--- config.mk ---
export PLATFORM = sky130hd
export DESIGN_NAME = brf_outpipe_flat
export DESIGN_NICKNAME = d
export VERILOG_FILES = /design/src/rtl/brf_pkg.sv /design/src/rtl/brf_if.sv /design/src/rtl/brf_outpipe.sv /design/src/flat_wrapper.sv
export SDC_FILE = /design/constraint.sdc
export NUM_CORES = 1
export LEC_CHECK = 0
export BUFFER_PORTS_ARGS = -buffer_cell sky130_fd_sc_hd__buf_2
export CAP_MARGIN = 10
export CORE_MARGIN = 10
export CORE_UTILIZATION = 43
export DETAILED_ROUTE_END_ITERATION = 6
export GPL_TIMING_DRIVEN = 0
export PLACE_DENSITY = 0.83
export SLEW_MARGIN = 20
export SYNTH_ARGS = -nofsm -noshare
export SYNTH_HDL_FRONTEND = slang
export SYNTH_SLANG_ARGS = --single-unit
--- constraint.sdc ---
create_clock -name clk -period 2 [get_ports clk]
set_input_delay 0.3 -clock clk [delete_from_list [all_inputs] [get_ports clk]]
set_output_delay 0.3 -clock clk [all_outputs]
set_load 0.1 [all_outputs]
--- src/rtl/brf_pkg.sv ---
`timescale 1ns / 1ps

package brf_pkg;

  localparam int STORE_DEPTH = 1024;
  localparam int MAX_BURST   = 64;
  localparam int CAP_RESET   = 1024;

  localparam int CNT_W  = 11;
  localparam int BYTE_W = 8;
  localparam int REQ_W  = 7;
  localparam int OVF_W  = 16;

  localparam logic OP_INSERT   = 1'b0;
  localparam logic OP_EXTRACT  = 1'b1;
  localparam logic KIND_STATUS = 1'b0;
  localparam logic KIND_DATA   = 1'b1;

  // one result slot as it enters the output pipe
  typedef struct packed {
    logic              kind;
    logic              use_mem;
    logic [CNT_W-1:0]  acc;
    logic              last;
    logic [CNT_W-1:0]  dcount;
    logic [CNT_W-1:0]  fcount;
    logic [OVF_W-1:0]  ovf;
  } slot_t;

  // output pipe status seen by the controller
  typedef struct packed {
    logic can_issue;
    logic idle;
  } pipe_stat_t;

endpackage

--- src/rtl/brf_if.sv ---


interface brf_out_if;
  logic                         valid;
  logic                         ready;
  logic                         kind;
  logic [brf_pkg::BYTE_W-1:0]   out_byte;
  logic [brf_pkg::CNT_W-1:0]    accepted_length;
  logic                         last_of_run;
  logic [brf_pkg::CNT_W-1:0]    data_count;
  logic [brf_pkg::CNT_W-1:0]    free_count;
  logic [brf_pkg::OVF_W-1:0]    overflow_count;

  modport source (output valid, kind, out_byte, accepted_length, last_of_run,
                  data_count, free_count, overflow_count, input ready);
  modport sink (input valid, kind, out_byte, accepted_length, last_of_run,
                data_count, free_count, overflow_count, output ready);
endinterface


--- src/rtl/brf_outpipe.sv ---
`timescale 1ns / 1ps

module brf_outpipe (
  input  logic                        clk,
  input  logic                        rst,
  input  logic                        issue,
  input  brf_pkg::slot_t              slot,
  input  logic [brf_pkg::BYTE_W-1:0]  rdata,
  output brf_pkg::pipe_stat_t         pipe,
  brf_out_if.source                   result
);

  // stage 1 lines up with the memory read data, stage 2 is the output register
  logic           s1_valid, s2_valid, s1_move, s2_open;
  brf_pkg::slot_t s1;
  logic                         o_kind, o_last;
  logic [brf_pkg::BYTE_W-1:0]   o_byte;
  logic [brf_pkg::CNT_W-1:0]    o_acc, o_dcount, o_fcount;
  logic [brf_pkg::OVF_W-1:0]    o_ovf;

  assign s2_open        = !s2_valid || result.ready;
  assign s1_move        = s1_valid && s2_open;
  assign pipe.can_issue = !s1_valid || s1_move;
  assign pipe.idle      = !s1_valid && !s2_valid;

  always_ff @(posedge clk) begin
    if (rst) begin
      s1_valid <= 1'b0;
      s2_valid <= 1'b0;
    end else begin
      if (pipe.can_issue) begin
        s1_valid <= issue;
      end
      if (s2_open) begin
        s2_valid <= s1_valid;
      end
    end
  end

  always_ff @(posedge clk) begin
    if (pipe.can_issue && issue) begin
      s1 <= slot;
    end
    if (s1_move) begin
      o_kind   <= s1.kind;
      o_byte   <= s1.use_mem ? rdata : '0;
      o_acc    <= s1.acc;
      o_last   <= s1.last;
      o_dcount <= s1.dcount;
      o_fcount <= s1.fcount;
      o_ovf    <= s1.ovf;
    end
  end

  assign result.valid           = s2_valid;
  assign result.kind            = o_kind;
  assign result.out_byte        = o_byte;
  assign result.accepted_length = o_acc;
  assign result.last_of_run     = o_last;
  assign result.data_count      = o_dcount;
  assign result.free_count      = o_fcount;
  assign result.overflow_count  = o_ovf;

endmodule

--- src/flat_wrapper.sv ---
// flat-port wrapper written by rule: the top's interface ports become plain ports
module brf_outpipe_flat 
  (clk, rst, issue, slot, rdata, pipe, result_valid, result_kind, result_out_byte, result_accepted_length, result_last_of_run, result_data_count, result_free_count, result_overflow_count, result_ready);
  brf_out_if result_i ();
  input  logic clk;
  input  logic rst;
  input  logic issue;
  input  brf_pkg::slot_t slot;
  input  logic [brf_pkg::BYTE_W-1:0] rdata;
  output brf_pkg::pipe_stat_t pipe;
  output wire logic [$bits(result_i.valid)-1:0] result_valid;
  output wire logic [$bits(result_i.kind)-1:0] result_kind;
  output wire logic [$bits(result_i.out_byte)-1:0] result_out_byte;
  output wire logic [$bits(result_i.accepted_length)-1:0] result_accepted_length;
  output wire logic [$bits(result_i.last_of_run)-1:0] result_last_of_run;
  output wire logic [$bits(result_i.data_count)-1:0] result_data_count;
  output wire logic [$bits(result_i.free_count)-1:0] result_free_count;
  output wire logic [$bits(result_i.overflow_count)-1:0] result_overflow_count;
  input wire logic [$bits(result_i.ready)-1:0] result_ready;
  assign result_valid = result_i.valid;
  assign result_kind = result_i.kind;
  assign result_out_byte = result_i.out_byte;
  assign result_accepted_length = result_i.accepted_length;
  assign result_last_of_run = result_i.last_of_run;
  assign result_data_count = result_i.data_count;
  assign result_free_count = result_i.free_count;
  assign result_overflow_count = result_i.overflow_count;
  assign result_i.ready = result_ready;
  brf_outpipe u_core (.clk(clk), .rst(rst), .issue(issue), .slot(slot), .rdata(rdata), .pipe(pipe), .result(result_i));
endmodule
After elaboration in Yosys (flattened, before gate mapping):

Cells that the tools add are included.
W data, S select, Z words.

* reduce and logical (&&, ||, !) cells: 7

Operators with widths (count)
* $logic_and A1 B1 Y1: 3
* $logic_not A1 Y1: 2
* $logic_or A1 B1 Y1: 2

* register bits after elaboration: 113
* input bits: 64
* output and inout port bits: 62
* logic and storage cells: 23

Logic depth before layout (Yosys ltp):

* word-level depth: 5
* mapped depth: 2
* mapped depth without buffers: 2

Worst setup path before layout:

Ideal clock, no wire load.

* path kind: register -> register
* from: reg u_core.s2_valid, in the netlist u_core.result.valid
* to: reg u_core.s1[0] (netlist name), enable pin
* library setup time: 493 ps
* arrival: 3063 ps
* data required time: 1507 ps
* path slack: -1557 ps
* cell stages (with the launch flop): 3
* buffers on the path: 0
* clock period less this slack: 3557 ps
* cell sequence: dfxtp_1 -> nand3b_1 -> and2_1

RTL lines
* start, declared: line brf_outpipe.sv:14 `logic s1_valid, s2_valid, s1_move, s2_open;`
* start signal, assigned: line brf_outpipe.sv:35 `s2_valid <= s1_valid;`
* end signal, assigned: line brf_outpipe.sv:42 `s1 <= slot;`
* end, declared: line brf_outpipe.sv:15 `brf_pkg::slot_t s1;`

==> metrics.txt <==
outcome=completed; slowest CP cell=buf_2; fin crit share=0.8544; setup_tns=0 ps; Syn. warnings=0; Ant. Diodes=0; CP arrival=about 1400 ps; Max Cap Viol=0; CP Cell Sequence=nand3b_1 > buf_2; initial core utilization=0.4447; Final setup viols=0; mapped cell area=3472 µm²; DIE AREA=about 12000 µm²; Post-synth EDFFs=111; HP Start=rdata[6]; R2R Path Start=u_core.result.valid; fin worst setup slack=291.3 ps; Highest Clock Rate=0.5852 GHz; count leader, synth=edfxtp_1; Max IR drop VDD=0.6063 mV; DR WL/cell=16.19 µm; FFs w/ async S/R, synth=0; maximum root-to-sink buffer count=2; top cells by count, synth=edfxtp_1 (111), and2_1 (9), a21oi_1 (2), dfxtp_1 (2), inv_1 (2); DP HPWL=4677 µm; post-synth top area share=0.9600; clock skew=17.15 ps; Slew Limit Fails=0; global route total overflow=0; Tot GR Track Use=0.1243; CP startpoint=u_core.result.valid; r2r setup slk=480 ps; CTS tree=yes; number of H-tree levels=4; Clock Sinks=113; CP max stage delay=440 ps; area growth from synthesis to layout=52.86%; Die X=109.9 µm; vias in the first global route=2131; CTS buffer count=17; Syn Area/Cell=26.71 µm²; vias per cell=4.364; DP Worst Slack=410.7 ps; Util after Layout=0.6798; Critical Path RT=1700 ps; DR vias=1929; post-CTS sizing=0; CP Class=flip-flop to output pin; area leader, netlist=edfxtp_1; Hold WC Path Type=input port to flip-flop; Yosys reg bits=113; hold slack final=80.53 ps; ys flop type=edfxtp_1; DRC Markers=0; IO buf count=around 130; Nets=around 390; core area=7807 µm²; clock root cell=clkbuf_8; Initial DRC Count=87; Worst-Margin Slew=769.6 ps; largest net degree at the start of global routing=60; FP Rows=32; placed cells=357; R2R Path End=u_core.result.accepted_length[5]; Final Hold Vio Count=0; post-CTS setup repair buffer count=0; share of cells above drive strength 1=0.4588; crit path max fanout=4; Rel. slew slack=0.4869; DR pass1 iterations=4; CP endpoint kind=output pin; clk_lat worst skew=500 ps; non-filler instance count after layout=approximately 440; RSZ-0062 raised after global routing=false; Post-Synthesis Cells=130; first-pass GRT wire length=11070 µm; R2R cell count=2; Worst-path clk slew=50 ps; WHS Endpoint=u_core.result.out_byte[6]; Post-Route WL=7157 µm; Netlist cell types=9; crit path launch type=flip-flop; routability congestion estimate=between 0.7 and 0.8; pwr/cell area=between 1000 and 1500 nW/µm²; synth top area cells=edfxtp_1 (96%), and2_1 (1.6%), dfxtp_1 (1.2%), a21oi_1 (0.29%), and2_2 (0.22%); Synthesized Nets=194; hold depth=2; P_leak=approximately 2.1 nW; Seq/Total Area, Yosys=0.9715; Period minus WS final=about 1700 ps; Final ANT Viol Nets=0; IO Count=126; DIE HEIGHT=109.9 µm; initial antenna violation count=0
-- final cells by class --
| type | instances | area [µm²] |
|---|---|---|
| well taps | 102 | 127.6 |
| inverters | 2 | 7.507 |
| flip-flops and latches | 113 | 3377 |
| clock inverters | 11 | 115.1 |
| multi-input cells | 15 | 95.09 |
| clock buffers | 21 | 429.2 |
| fillers | 539 | 2500 |
| repair buffers | 178 | 1156 |
-- logic make-up (layout without fill, tap and decap cells) --
logic type / count (synthesis) / count (layout) / synth area share
compound gates: 2 / 2 / 0.002883
buf+inv: 2 / 212 / 0.002163
simple gates: 13 / 13 / 0.02342
flops: 113 / 113 / 0.9715
-- flip-flops by register name (all words and copies together), names as in the netlist, 8 cells and up --
register / count
u_core.result.out_byte: 8
u_core.result.overflow_count: 16
u_core.s1: 52
u_core.result.accepted_length: 11
u_core.result.data_count: 11
u_core.result.free_count: 11
-- metal layers --
metal,wire [µm],part of all wire,vias up,global-route usage
li1,-,-,914,-
met1,2705,0.38,916,0.1357
met5,0,0,-,0
met4,57,0.0080,0,0.05576
met2,3638,0.51,94,0.1981
met3,757,0.11,5,0.06495
-- worst max path at each step --
stage / slack (ps) / endpoint / cells past startpoint
global route: 240 / pipe[1] / 2
detailed placement: 410 / u_core.result.overflow_count[15] / 3
CTS: 270 / pipe[1] / 2
global placement: 70 / u_core.result.overflow_count[6] / 3
floorplan: -290 / u_core.s1[0] / 2
finish: 290 / pipe[1] / 2
-- power breakdown --
| group | internal, mW | switching, mW | total, mW | leakage, nW |
|---|---|---|---|---|
| clock network | 1.75 | 0.942 | 2.70 | 0.257 |
| registers | 2.75 | 0.0301 | 2.78 | 1.08 |
| logic | 0.155 | 0.528 | 0.684 | 0.759 |
| total | 4.66 | 1.50 | 6.16 | 2.09 |
-- critical path: cells and delay by family (launching register included) --
kind	cells	cell delay, ps
buffers and inverters	1	440
and+or+nand+nor	1	110
DFF	1	350
-- through the flow --
step           instance area, µm²  total power [mW]
5_1_grt                      5308             6.382
2_1_floorplan                3478             3.287
4_1_cts                      5308             6.224
6_report                     5308             6.160
3_5_place_dp                 4233             3.435
3_3_place_gp                 4232             3.420
-- cells in the final DEF (no fill, tap or decap), types with 2 or more instances in the layout --
cell / Yosys / layout
a21oi_1: 2 / 2
and2_1: 9 / 8
and2_4: 0 / 2
buf_2: 0 / 125
bufinv_16: 0 / 2
clkbuf_1: 0 / 4
clkbuf_16: 0 / 16
clkinv_2: 0 / 5
clkinvlp_4: 0 / 4
dlygate4sd3_1: 0 / 53
edfxtp_1: 111 / 111
inv_1: 2 / 2
-- timing repair --
action / in CTS / in global routing
endpoints found under the hold margin: 54 / 0
hold buffers: 53 / 0
endpoints found under the setup margin: 0 / 0
Power figures use the tool's default switching activity.
