**src/rtl/brf_pkg.sv**
```systemverilog
`timescale 1ns / 1ps

package brf_pkg;

  localparam int STORE_DEPTH = 1024;
  localparam int MAX_BURST   = 64;
  localparam int CAP_RESET   = 1024;

  localparam int CNT_W  = 11;
  localparam int BYTE_W = 8;
  localparam int REQ_W  = 7;
  localparam int OVF_W  = 16;

  localparam logic OP_INSERT   = 1'b0;
  localparam logic OP_EXTRACT  = 1'b1;
  localparam logic KIND_STATUS = 1'b0;
  localparam logic KIND_DATA   = 1'b1;

  // one result slot as it enters the output pipe
  typedef struct packed {
    logic              kind;
    logic              use_mem;
    logic [CNT_W-1:0]  acc;
    logic              last;
    logic [CNT_W-1:0]  dcount;
    logic [CNT_W-1:0]  fcount;
    logic [OVF_W-1:0]  ovf;
  } slot_t;

  // output pipe status seen by the controller
  typedef struct packed {
    logic can_issue;
    logic idle;
  } pipe_stat_t;

endpackage

```
**src/rtl/brf_if.sv**
```systemverilog
`timescale 1ns / 1ps

interface brf_in_if;
  logic                         valid;
  logic                         ready;
  logic                         opcode;
  logic [brf_pkg::BYTE_W-1:0]   data_byte;
  logic                         first_byte;
  logic [brf_pkg::CNT_W-1:0]    block_length;
  logic [brf_pkg::REQ_W-1:0]    request_length;

  modport source (output valid, opcode, data_byte, first_byte, block_length,
                  request_length, input ready);
  modport sink (input valid, opcode, data_byte, first_byte, block_length,
                request_length, output ready);
endinterface


interface brf_cfg_if;
  logic                         valid;
  logic                         ready;
  logic [brf_pkg::CNT_W-1:0]    capacity;

  modport source (output valid, capacity, input ready);
  modport sink (input valid, capacity, output ready);
endinterface

```
**src/rtl/brf_ctrl.sv**
```systemverilog
`timescale 1ns / 1ps

module brf_ctrl #(
  parameter int STORE_DEPTH = brf_pkg::STORE_DEPTH,
  parameter int MAX_BURST   = brf_pkg::MAX_BURST,
  localparam int AW = $clog2(STORE_DEPTH),
  localparam int CW = brf_pkg::CNT_W
) (
  input  logic                        clk,
  input  logic                        rst,
  brf_in_if.sink                      item,
  brf_cfg_if.sink                     cfg,
  input  brf_pkg::pipe_stat_t         pipe,
  output logic                        issue,
  output brf_pkg::slot_t              slot,
  output logic                        mem_we,
  output logic [AW-1:0]               mem_waddr,
  output logic [brf_pkg::BYTE_W-1:0]  mem_wdata,
  output logic                        mem_re,
  output logic [AW-1:0]               mem_raddr,
  output logic [CW-1:0]               cap_eff
);

  localparam int WW = ((AW > CW) ? AW : CW) + 1;
  localparam int BW = $clog2(MAX_BURST + 1);
  localparam int RW = brf_pkg::REQ_W;
  localparam int OW = brf_pkg::OVF_W;
  localparam int CAP_RST_I = (brf_pkg::CAP_RESET > STORE_DEPTH) ? STORE_DEPTH
                                                                 : brf_pkg::CAP_RESET;
  localparam logic [CW-1:0] CAP_RST = CW'(CAP_RST_I);
  localparam logic [WW-1:0] DEPTH_W = WW'(STORE_DEPTH);
  localparam logic [RW-1:0] MAXB = RW'(MAX_BURST);
  localparam logic [OW-1:0] OVF_MAX = '1;

  logic [AW-1:0] wr_idx, wr_idx_next;
  logic [AW-1:0] rd_idx, rd_idx_next;
  logic [CW-1:0] committed, committed_next;
  logic [CW-1:0] pending, pending_next;
  logic [CW-1:0] blk_rem, blk_rem_next;
  logic          blk_rej, blk_rej_next;
  logic [OW-1:0] ovf_total, ovf_next;
  logic [BW-1:0] burst_left, burst_left_next;
  logic [AW-1:0] burst_addr, burst_addr_next;
  logic [BW-1:0] burst_acc, burst_acc_next;

  function automatic logic [AW-1:0] wrap_inc(input logic [AW-1:0] a,
                                             input logic [CW-1:0] c);
    logic [WW-1:0] s;
    s = WW'(a) + WW'(1);
    wrap_inc = (s >= WW'(c)) ? '0 : AW'(s);
  endfunction

  logic busy, cfg_wr, accept, ins_acc, ext_acc;
  logic [CW-1:0] cap_new;
  logic [WW-1:0] cap_raw_w;

  assign busy       = (burst_left != '0);
  assign cfg.ready  = pipe.idle && !busy;
  assign cfg_wr     = cfg.valid && cfg.ready;
  assign item.ready = !busy && pipe.can_issue && !cfg.valid;
  assign accept     = item.valid && item.ready;
  assign ins_acc    = accept && (item.opcode == brf_pkg::OP_INSERT);
  assign ext_acc    = accept && (item.opcode == brf_pkg::OP_EXTRACT);

  assign cap_raw_w = WW'(cfg.capacity);
  assign cap_new   = (cfg.capacity == '0) ? CW'(1) :
                     (cap_raw_w > DEPTH_W) ? CW'(DEPTH_W) : cfg.capacity;

  // insert: abandon of an open block, then fit check of a new one
  logic          abandon, rej_new, live;
  logic [CW-1:0] pend_mod, pend_a, blen_e, free_a;
  logic [WW-1:0] wi_back;
  logic [AW-1:0] wi_a;
  logic          rej_c;
  logic [CW-1:0] pend_c, rem_c, rem_d;
  logic [OW-1:0] ovf_c;

  assign pend_mod = (pending == cap_eff) ? '0 : pending;
  assign abandon  = item.first_byte && (blk_rem != '0) && !blk_rej;
  assign wi_back  = (WW'(wr_idx) >= WW'(pend_mod)) ? WW'(wr_idx) - WW'(pend_mod)
                  : WW'(wr_idx) + WW'(cap_eff) - WW'(pend_mod);
  assign wi_a     = abandon ? AW'(wi_back) : wr_idx;
  assign pend_a   = abandon ? '0 : pending;
  assign blen_e   = (item.block_length == '0) ? CW'(1) : item.block_length;
  assign free_a   = cap_eff - committed - pend_a;
  assign rej_new  = (blen_e > free_a);
  assign live     = item.first_byte || (blk_rem != '0);

  assign rej_c  = item.first_byte ? rej_new : blk_rej;
  assign pend_c = item.first_byte ? (rej_new ? pend_a : blen_e) : pending;
  assign rem_c  = item.first_byte ? blen_e : blk_rem;
  assign rem_d  = rem_c - CW'(1);
  assign ovf_c  = (item.first_byte && rej_new && (ovf_total != OVF_MAX))
                  ? ovf_total + OW'(1) : ovf_total;

  // extract: clamp the request to the burst limit and the committed count
  logic [RW-1:0] req_c;
  logic [CW-1:0] n_cnt;
  logic [WW-1:0] rd_sum;

  assign req_c  = (item.request_length > MAXB) ? MAXB : item.request_length;
  assign n_cnt  = (CW'(req_c) < committed) ? CW'(req_c) : committed;
  assign rd_sum = WW'(rd_idx) + WW'(n_cnt);

  assign mem_wdata = item.data_byte;

  logic          s_kind, s_mem, s_last;
  logic [CW-1:0] s_acc;

  always_comb begin
    wr_idx_next     = wr_idx;
    rd_idx_next     = rd_idx;
    committed_next  = committed;
    pending_next    = pending;
    blk_rem_next    = blk_rem;
    blk_rej_next    = blk_rej;
    ovf_next        = ovf_total;
    burst_left_next = burst_left;
    burst_addr_next = burst_addr;
    burst_acc_next  = burst_acc;
    issue     = 1'b0;
    s_kind    = brf_pkg::KIND_STATUS;
    s_mem     = 1'b0;
    s_acc     = '0;
    s_last    = 1'b1;
    mem_we    = 1'b0;
    mem_waddr = wi_a;
    mem_re    = 1'b0;
    mem_raddr = rd_idx;
    if (busy) begin
      if (pipe.can_issue) begin
        issue           = 1'b1;
        s_kind          = brf_pkg::KIND_DATA;
        s_mem           = 1'b1;
        s_acc           = CW'(burst_acc);
        s_last          = (burst_left == BW'(1));
        mem_re          = 1'b1;
        mem_raddr       = burst_addr;
        burst_left_next = burst_left - BW'(1);
        burst_addr_next = wrap_inc(burst_addr, cap_eff);
      end
    end else if (ins_acc) begin
      if (live) begin
        mem_we       = !rej_c;
        wr_idx_next  = rej_c ? wi_a : wrap_inc(wi_a, cap_eff);
        blk_rem_next = rem_d;
        ovf_next     = ovf_c;
        if (rem_d == '0) begin
          // block done: one status word
          issue        = 1'b1;
          s_acc        = rej_c ? '0 : pend_c;
          blk_rej_next = 1'b0;
          if (rej_c) begin
            pending_next = pend_c;
          end else begin
            committed_next = committed + pend_c;
            pending_next   = '0;
          end
        end else begin
          pending_next = pend_c;
          blk_rej_next = rej_c;
        end
      end
    end else if (ext_acc) begin
      issue  = 1'b1;
      s_kind = brf_pkg::KIND_DATA;
      if (n_cnt != '0) begin
        s_mem           = 1'b1;
        s_acc           = n_cnt;
        s_last          = (n_cnt == CW'(1));
        mem_re          = 1'b1;
        mem_raddr       = rd_idx;
        committed_next  = committed - n_cnt;
        rd_idx_next     = (rd_sum >= WW'(cap_eff)) ? AW'(rd_sum - WW'(cap_eff))
                                                   : AW'(rd_sum);
        burst_left_next = BW'(n_cnt) - BW'(1);
        burst_addr_next = wrap_inc(rd_idx, cap_eff);
        burst_acc_next  = BW'(n_cnt);
      end
    end
    slot.kind    = s_kind;
    slot.use_mem = s_mem;
    slot.acc     = s_acc;
    slot.last    = s_last;
    slot.dcount  = committed_next;
    slot.fcount  = cap_eff - committed_next - pending_next;
    slot.ovf     = ovf_next;
  end

  always_ff @(posedge clk) begin
    if (rst) begin
      cap_eff    <= CAP_RST;
      wr_idx     <= '0;
      rd_idx     <= '0;
      committed  <= '0;
      pending    <= '0;
      blk_rem    <= '0;
      blk_rej    <= 1'b0;
      ovf_total  <= '0;
      burst_left <= '0;
      burst_addr <= '0;
      burst_acc  <= '0;
    end else if (cfg_wr) begin
      cap_eff    <= cap_new;
      wr_idx     <= '0;
      rd_idx     <= '0;
      committed  <= '0;
      pending    <= '0;
      blk_rem    <= '0;
      blk_rej    <= 1'b0;
      ovf_total  <= '0;
      burst_left <= '0;
      burst_addr <= '0;
      burst_acc  <= '0;
    end else begin
      wr_idx     <= wr_idx_next;
      rd_idx     <= rd_idx_next;
      committed  <= committed_next;
      pending    <= pending_next;
      blk_rem    <= blk_rem_next;
      blk_rej    <= blk_rej_next;
      ovf_total  <= ovf_next;
      burst_left <= burst_left_next;
      burst_addr <= burst_addr_next;
      burst_acc  <= burst_acc_next;
    end
  end

endmodule

```
**src/flat_wrapper.sv**
```systemverilog
// flat-port wrapper written by rule: the top's interface ports become plain ports
module brf_ctrl_flat 
#(
  parameter int STORE_DEPTH = brf_pkg::STORE_DEPTH,
  parameter int MAX_BURST   = brf_pkg::MAX_BURST,
  localparam int AW = $clog2(STORE_DEPTH),
  localparam int CW = brf_pkg::CNT_W
)
  (clk, rst, pipe, issue, slot, mem_we, mem_waddr, mem_wdata, mem_re, mem_raddr, cap_eff, item_valid, item_opcode, item_data_byte, item_first_byte, item_block_length, item_request_length, item_ready, cfg_valid, cfg_capacity, cfg_ready);
  brf_in_if item_i ();
  brf_cfg_if cfg_i ();
  input  logic clk;
  input  logic rst;
  input  brf_pkg::pipe_stat_t pipe;
  output logic issue;
  output brf_pkg::slot_t slot;
  output logic mem_we;
  output logic [AW-1:0] mem_waddr;
  output logic [brf_pkg::BYTE_W-1:0] mem_wdata;
  output logic mem_re;
  output logic [AW-1:0] mem_raddr;
  output logic [CW-1:0] cap_eff;
  input wire logic [$bits(item_i.valid)-1:0] item_valid;
  input wire logic [$bits(item_i.opcode)-1:0] item_opcode;
  input wire logic [$bits(item_i.data_byte)-1:0] item_data_byte;
  input wire logic [$bits(item_i.first_byte)-1:0] item_first_byte;
  input wire logic [$bits(item_i.block_length)-1:0] item_block_length;
  input wire logic [$bits(item_i.request_length)-1:0] item_request_length;
  output wire logic [$bits(item_i.ready)-1:0] item_ready;
  input wire logic [$bits(cfg_i.valid)-1:0] cfg_valid;
  input wire logic [$bits(cfg_i.capacity)-1:0] cfg_capacity;
  output wire logic [$bits(cfg_i.ready)-1:0] cfg_ready;
  assign item_i.valid = item_valid;
  assign item_i.opcode = item_opcode;
  assign item_i.data_byte = item_data_byte;
  assign item_i.first_byte = item_first_byte;
  assign item_i.block_length = item_block_length;
  assign item_i.request_length = item_request_length;
  assign item_ready = item_i.ready;
  assign cfg_i.valid = cfg_valid;
  assign cfg_i.capacity = cfg_capacity;
  assign cfg_ready = cfg_i.ready;
  brf_ctrl #(.STORE_DEPTH(STORE_DEPTH), .MAX_BURST(MAX_BURST)) u_core (.clk(clk), .rst(rst), .item(item_i), .cfg(cfg_i), .pipe(pipe), .issue(issue), .slot(slot), .mem_we(mem_we), .mem_waddr(mem_waddr), .mem_wdata(mem_wdata), .mem_re(mem_re), .mem_raddr(mem_raddr), .cap_eff(cap_eff));
endmodule
```
**config.mk**
```make
export PLATFORM = sky130hd
export DESIGN_NAME = brf_ctrl_flat
export DESIGN_NICKNAME = d
export VERILOG_FILES = /design/src/rtl/brf_pkg.sv /design/src/rtl/brf_if.sv /design/src/rtl/brf_ctrl.sv /design/src/flat_wrapper.sv
export SDC_FILE = /design/constraint.sdc
export NUM_CORES = 1
export LEC_CHECK = 0
export ABC_AREA = 1
export BUFFER_PORTS_ARGS = -buffer_cell sky130_fd_sc_hd__buf_2
export CAP_MARGIN = 20
export CORE_ASPECT_RATIO = 1.1
export CORE_UTILIZATION = 59
export CTS_BUF_LIST = sky130_fd_sc_hd__clkbuf_8
export CTS_CLUSTER_SIZE = 40
export DETAILED_ROUTE_END_ITERATION = 10
export GPL_TIMING_DRIVEN = 0
export HOLD_SLACK_MARGIN = 0.06
export PLACE_DENSITY = 0.78
export SLEW_MARGIN = 20
export SYNTH_ARGS = -nofsm -noshare
export SYNTH_HDL_FRONTEND = slang
export SYNTH_SLANG_ARGS = --single-unit
```
**constraint.sdc**
```tcl
create_clock -name clk -period 22.8 [get_ports clk]
set_clock_uncertainty 0.15 [all_clocks]
set_input_delay 4.56 -clock clk [delete_from_list [all_inputs] [get_ports clk]]
set_output_delay 4.56 -clock clk [all_outputs]
set_load 0.01 [all_outputs]
```
* Yosys cells after proc, flatten, opt, wreduce, memory -nomap -nowiden
Cells that the tools add are included.
** Cells by class
- Equality and inequality tests :: 6
- Multiplexer cells :: 75
- Reduce and logical (&&, ||, !) cells :: 28
- Add/sub/neg operators :: 18
- Divide/modulo/power cells :: 0
- Shift operators :: 0
- Bitwise gates (word level) :: 3
- Multipliers :: 0
- Magnitude comparators :: 9
** Operators by type and width (count)
- $mux 11 :: 28
- $mux 10 :: 14
- $mux 16 :: 4
- $sub 11x11->11 :: 5
- $mux 7 :: 7
- $add 10x1->11 const B :: 3
- $ge 11x11->1 :: 3
- $logic_not 11->1 :: 3
- $sub 10x10->10 :: 3
- $mux 1 :: 22
- $reduce_bool 11->1 :: 2
- $add 16x1->16 const B :: 1
- $ne 16x16->1 const B :: 1
- $sub 7x1->7 const B :: 2
- $add 10x11->12 :: 1
- $ge 12x11->1 :: 1
- $add 11x11->11 :: 1
- $eq 11x1->1 const B :: 1
- $eq 11x11->1 :: 1
- $ge 10x11->1 :: 1
- $gt 11x11->1 :: 1
- $gt 11x11->1 const B :: 1
- $logic_and 1x1->1 :: 11
- $lt 7x11->1 :: 1
- 14 further kinds :: 21
** Word-level totals
- Bits in writable memories :: 0
- Latch bits :: 0
- Memory bits (read-only) :: 0
- Input port bits :: 45
- Logic and storage cells :: 150
- Flip-flop bits (word level) :: 105
- Memories kept :: 0
- Output and inout port bits :: 96

* Longest topological paths before layout
- Word-level depth :: 16
- Depth in mapped cells :: 56

* Worst setup path after synthesis
Ideal clock, no wire load.
- Path type :: input port to output port
- Start point :: input port item_first_byte
- End point :: output port slot[26] (netlist bit)
- Stages on the path :: 54
- Path slack :: 6.008 ns
- Required time :: 18.090 ns
- Arrival :: 12.082 ns
- Path buffers :: 4
- Cells stage by stage :: buf_4 -> nand3_1 -> buf_2 -> buf_1 -> nand2_1 -> fa_1 -> ha_1 -> nand2_1 -> o21ai_0 -> a21oi_1 -> o21bai_1 -> a21oi_1 -> o21bai_1 -> nand2_1 -> nand2_1 -> a21oi_1 -> xor2_1 -> ha_1 -> [18 not listed] -> o211ai_1 -> nand2_1 -> nor2_1 -> inv_1 -> fa_1 -> inv_1 -> ha_1 -> nand2_1 -> nor3_1 -> nand3_1 -> o2111ai_1 -> xor2_1 -> inv_1 -> nand2_1 -> nand2_1 -> inv_1 -> nand3_1 -> nand2_1
** RTL lines
- start: declaration :: line flat_wrapper.sv:26 : input wire logic [$bits(item_i.first_byte)-1:0] item_first_byte;
- end: declaration :: line flat_wrapper.sv:16 : output brf_pkg::slot_t slot;

==> impl_results.md <==
* Gate Count Post-Synth at ~1.9k
* Die area at roughly 22000 sq um
* CTS Hold Bufs at 0
* Worst-Margin Slew at approximately 0.81 ns
* Share of post-route cells with drive strength above 1 at between 10% and 20%
* Post-Synth Adder-Cell Area at about a fifth
* Fin crit share at roughly 83%
* Clk slew on worst S/H paths at 0.12 ns
* Mux contribution to synthesized area at less than 1%
* Relative slew margins at a little under half
* # IOs at between 100 and 150
* Port bufs at roughly 130
* Die Span Y at ~160 um
* Worst Path Max Fanout at 10
* Mapped Avg Cell Area at 6.555 sq um
* Initial core utilization at about three fifths
* Area Growth Syn to Fin at 9.697%
* Total CTS buffers at 9
* Clock buffer depth at 2
* CP max-delay cell: fa_1
* CTS H-tree depth at 3
* Via density at 5.741
* Crit-path max cell delay at 0.55 ns
* Initial DRC Count at approximately 1.2k
* Slew Viols, Final at 0
* Final instance area at 13900 sq um
* Total global routing overflow at 0
* DR pass1 iterations at 5
* Min cycle time layout at approximately 19 ns
* Largest net degree at the start of global routing at 19
* Gpl congestion at roughly 1.0
* Main combinational cell family by area after synthesis: simple AND/OR/NAND/NOR gates
* Initial antenna violation count at 1
* Routed Antenna Nets at 0
* Final net count at 2300
* Crit start category: primary input
* Synth cell count leaders: 411 x nand2_1, 306 x inv_1, 149 x nor2_1
* Worst skew pair latency at about 0.40 ns
* Synth Area in XOR/XNOR at under 10%
* Worst Path Required at roughly 18 ns
* Vias post-DR at roughly 14k
* Fin Setup TNS at 0 ns
* Die Wd at 141.7 um
* CTS tree: built
* First-pass GRT wire length at roughly 64 mm
* Number of distinct library cells after synthesis at between 60 and 70
* Placed cell areas at approximately 14000 sq um
* Sequential element share of the synthesized area at about 17%
* WL/cell at between 15 and 20 um
* Endpoints failing hold at 0
* PD cells at 86.98 nW/um^2
* Area contributors post-synth: dfxtp_1 17%, ha_1 14%, nand2_1 12%, inv_1 9.1%, xor2_1 6.0%
* Final setup vio count at 0
* Worst EP arrival at roughly 14 ns
* Post-CTS setup buffers at 0
* Synth Area in Simple Gates at a little over a quarter
* CTS Root Buffer Type: clkbuf_8
* Hold Slack at 0.3248 ns
* Rows at 55
* Fmax at about 53 MHz
* Critical Path End Type: output port
* Synthesis-stage register bit count at between 100 and 150
* TritonCTS sink count at ~110
* CP most frequent cell: nand2_1
* Vias in the first global route at 12.33k
* Total GRT Usage at between 30% and 40%
* Area leader, netlist: dfxtp_1
* CP Class: in2out
* Top-area cell type share of the netlist area at between 10% and 20%
* Unrepaired setup endpoints after global routing: no
* Post-synth EDFFs at 0
* Max cap viols at 0
* Synth warn at 0
* Final wirelength at about 42 mm
* Worst vdd ir at slightly below 0.09 mV
* Hpwl dp at roughly 34 mm
* Top-count cell post-synth: nand2_1
* Synth Area in Compound Gates at between 15 and 20%
* LEAKAGE at roughly 7.3 nW
* Main flop type after synthesis: dfxtp_1
* Post-Synthesis Cell Area at 12670 sq um
* DRC at 0
* HP Class: reg2reg
* Status: finished clean
* Share of flip-flops with an asynchronous set or reset at 0%
* PostCTS Resize Cnt at 0
* Core Box Area at ~21000 sq um
[layout by cell type (no fill, tap or decap), drive strengths merged, types with 4 or more instances in the layout]
cell type,instances
o21bai,9
o2111ai,4
o211ai,15
xnor2,22
nor4,7
o221ai,4
and2,9
a31oi,17
o31ai,4
nand3b,4
nand2,421
a22oi,11
nor2,158
or2,6
buf,166
clkbuf,38
a21oi,143
nand4,30
o22ai,12
nor3,31
fa,34
ha,143
o21ai,132
dfxtp,105
clkinv,4
a21o,4
nand3,113
inv,322
a32oi,6
xor2,87
[cell type report]
| type | instances | area [sq um] |
|---|---|---|
| Multi-Input combinational cell | 1448 | 9042 |
| Fill cell | 2020 | 6883 |
| Sequential cell | 105 | 2102 |
| Inverter | 321 | 1207 |
| Timing Repair Buffer | 132 | 660.6 |
| Tap cell | 285 | 356.6 |
| Buffer | 61 | 332.8 |
| Clock buffer | 11 | 151.4 |
| Clock inverter | 5 | 43.79 |
| Antenna cell | 1 | 2.502 |
[sequential cells by signal, summed over array words and instances (netlist names)]
signal and count:
u_core.blk_rej 1, u_core.burst_left 7, u_core.cap_eff 11, u_core.pending 11, u_core.ovf_total 16, u_core.burst_acc 7
u_core.wr_idx 10, u_core.rd_idx 10, u_core.burst_addr 10, u_core.blk_rem 11, u_core.committed 11
[logic make-up after synthesis]
group | Yosys count
XOR/XNOR | 109
multiplexers | 1
AND/OR/NAND/NOR | 785
flip-flops | 105
adder cells (fa/ha/maj) | 177
buffers and inverters | 382
AO/OA/AOI/OAI | 373
other | 1
[critical path: cells and delay by family]
kind	cells	cell delay [ns]
simple gates	17	1.88
fa+ha+maj	7	2.60
xor+xnor	3	0.58
compound gates	15	2.40
buf+inv	13	2.23
[report_power, final]
group / internal [W] / switching (W) / total [W] / leakage, nW
sequential: 0.000202 / 0.0000272 / 0.000229 / 0.850
clock: 0.0000475 / 0.0000777 / 0.000125 / 0.101
combinational: 0.000291 / 0.000564 / 0.000855 / 6.39
total: 0.000540 / 0.000669 / 0.00121 / 7.34
[routing by layer]
| metal | track usage (%) | up-vias | part of all wire (%) |
|---|---|---|---|
| met1 | 46.98 | 6294 | 41 |
| met2 | 65.24 | 577 | 47 |
| met5 | 0 | - | 0 |
| met3 | 5.832 | 115 | 7.7 |
| met4 | 16.59 | 0 | 4.1 |
| li1 | - | 6615 | - |
[worst paths after layout]
| check | start | end | slack (ns) | cells past startpoint |
|---|---|---|---|---|
| setup / recovery | item_first_byte | slot[26] | 3.80 | 55 |
| hold / removal | u_core.burst_acc[1] | u_core.burst_acc[1] | 0.32 | 2 |
| setup reg to reg | u_core.blk_rem[10] | u_core.committed[8] | 14.62 | 40 |
| hold reg to reg | u_core.burst_acc[1] | u_core.burst_acc[1] | 0.32 | 2 |
[stage by stage]
stage	instances	total power (W)	setup WS [ns]	util, %
after floorplan	1935	0.0008224	6.008	-
after global placement	2352	0.001053	4.080	65.90
after detailed placement	2352	0.001066	4.018	65.93
after CTS	2368	0.001192	3.962	66.87
after global routing	2369	0.001303	3.176	66.88
final	2369	0.001209	3.800	66.88
Note: power is estimated with default switching activity, not from simulation.
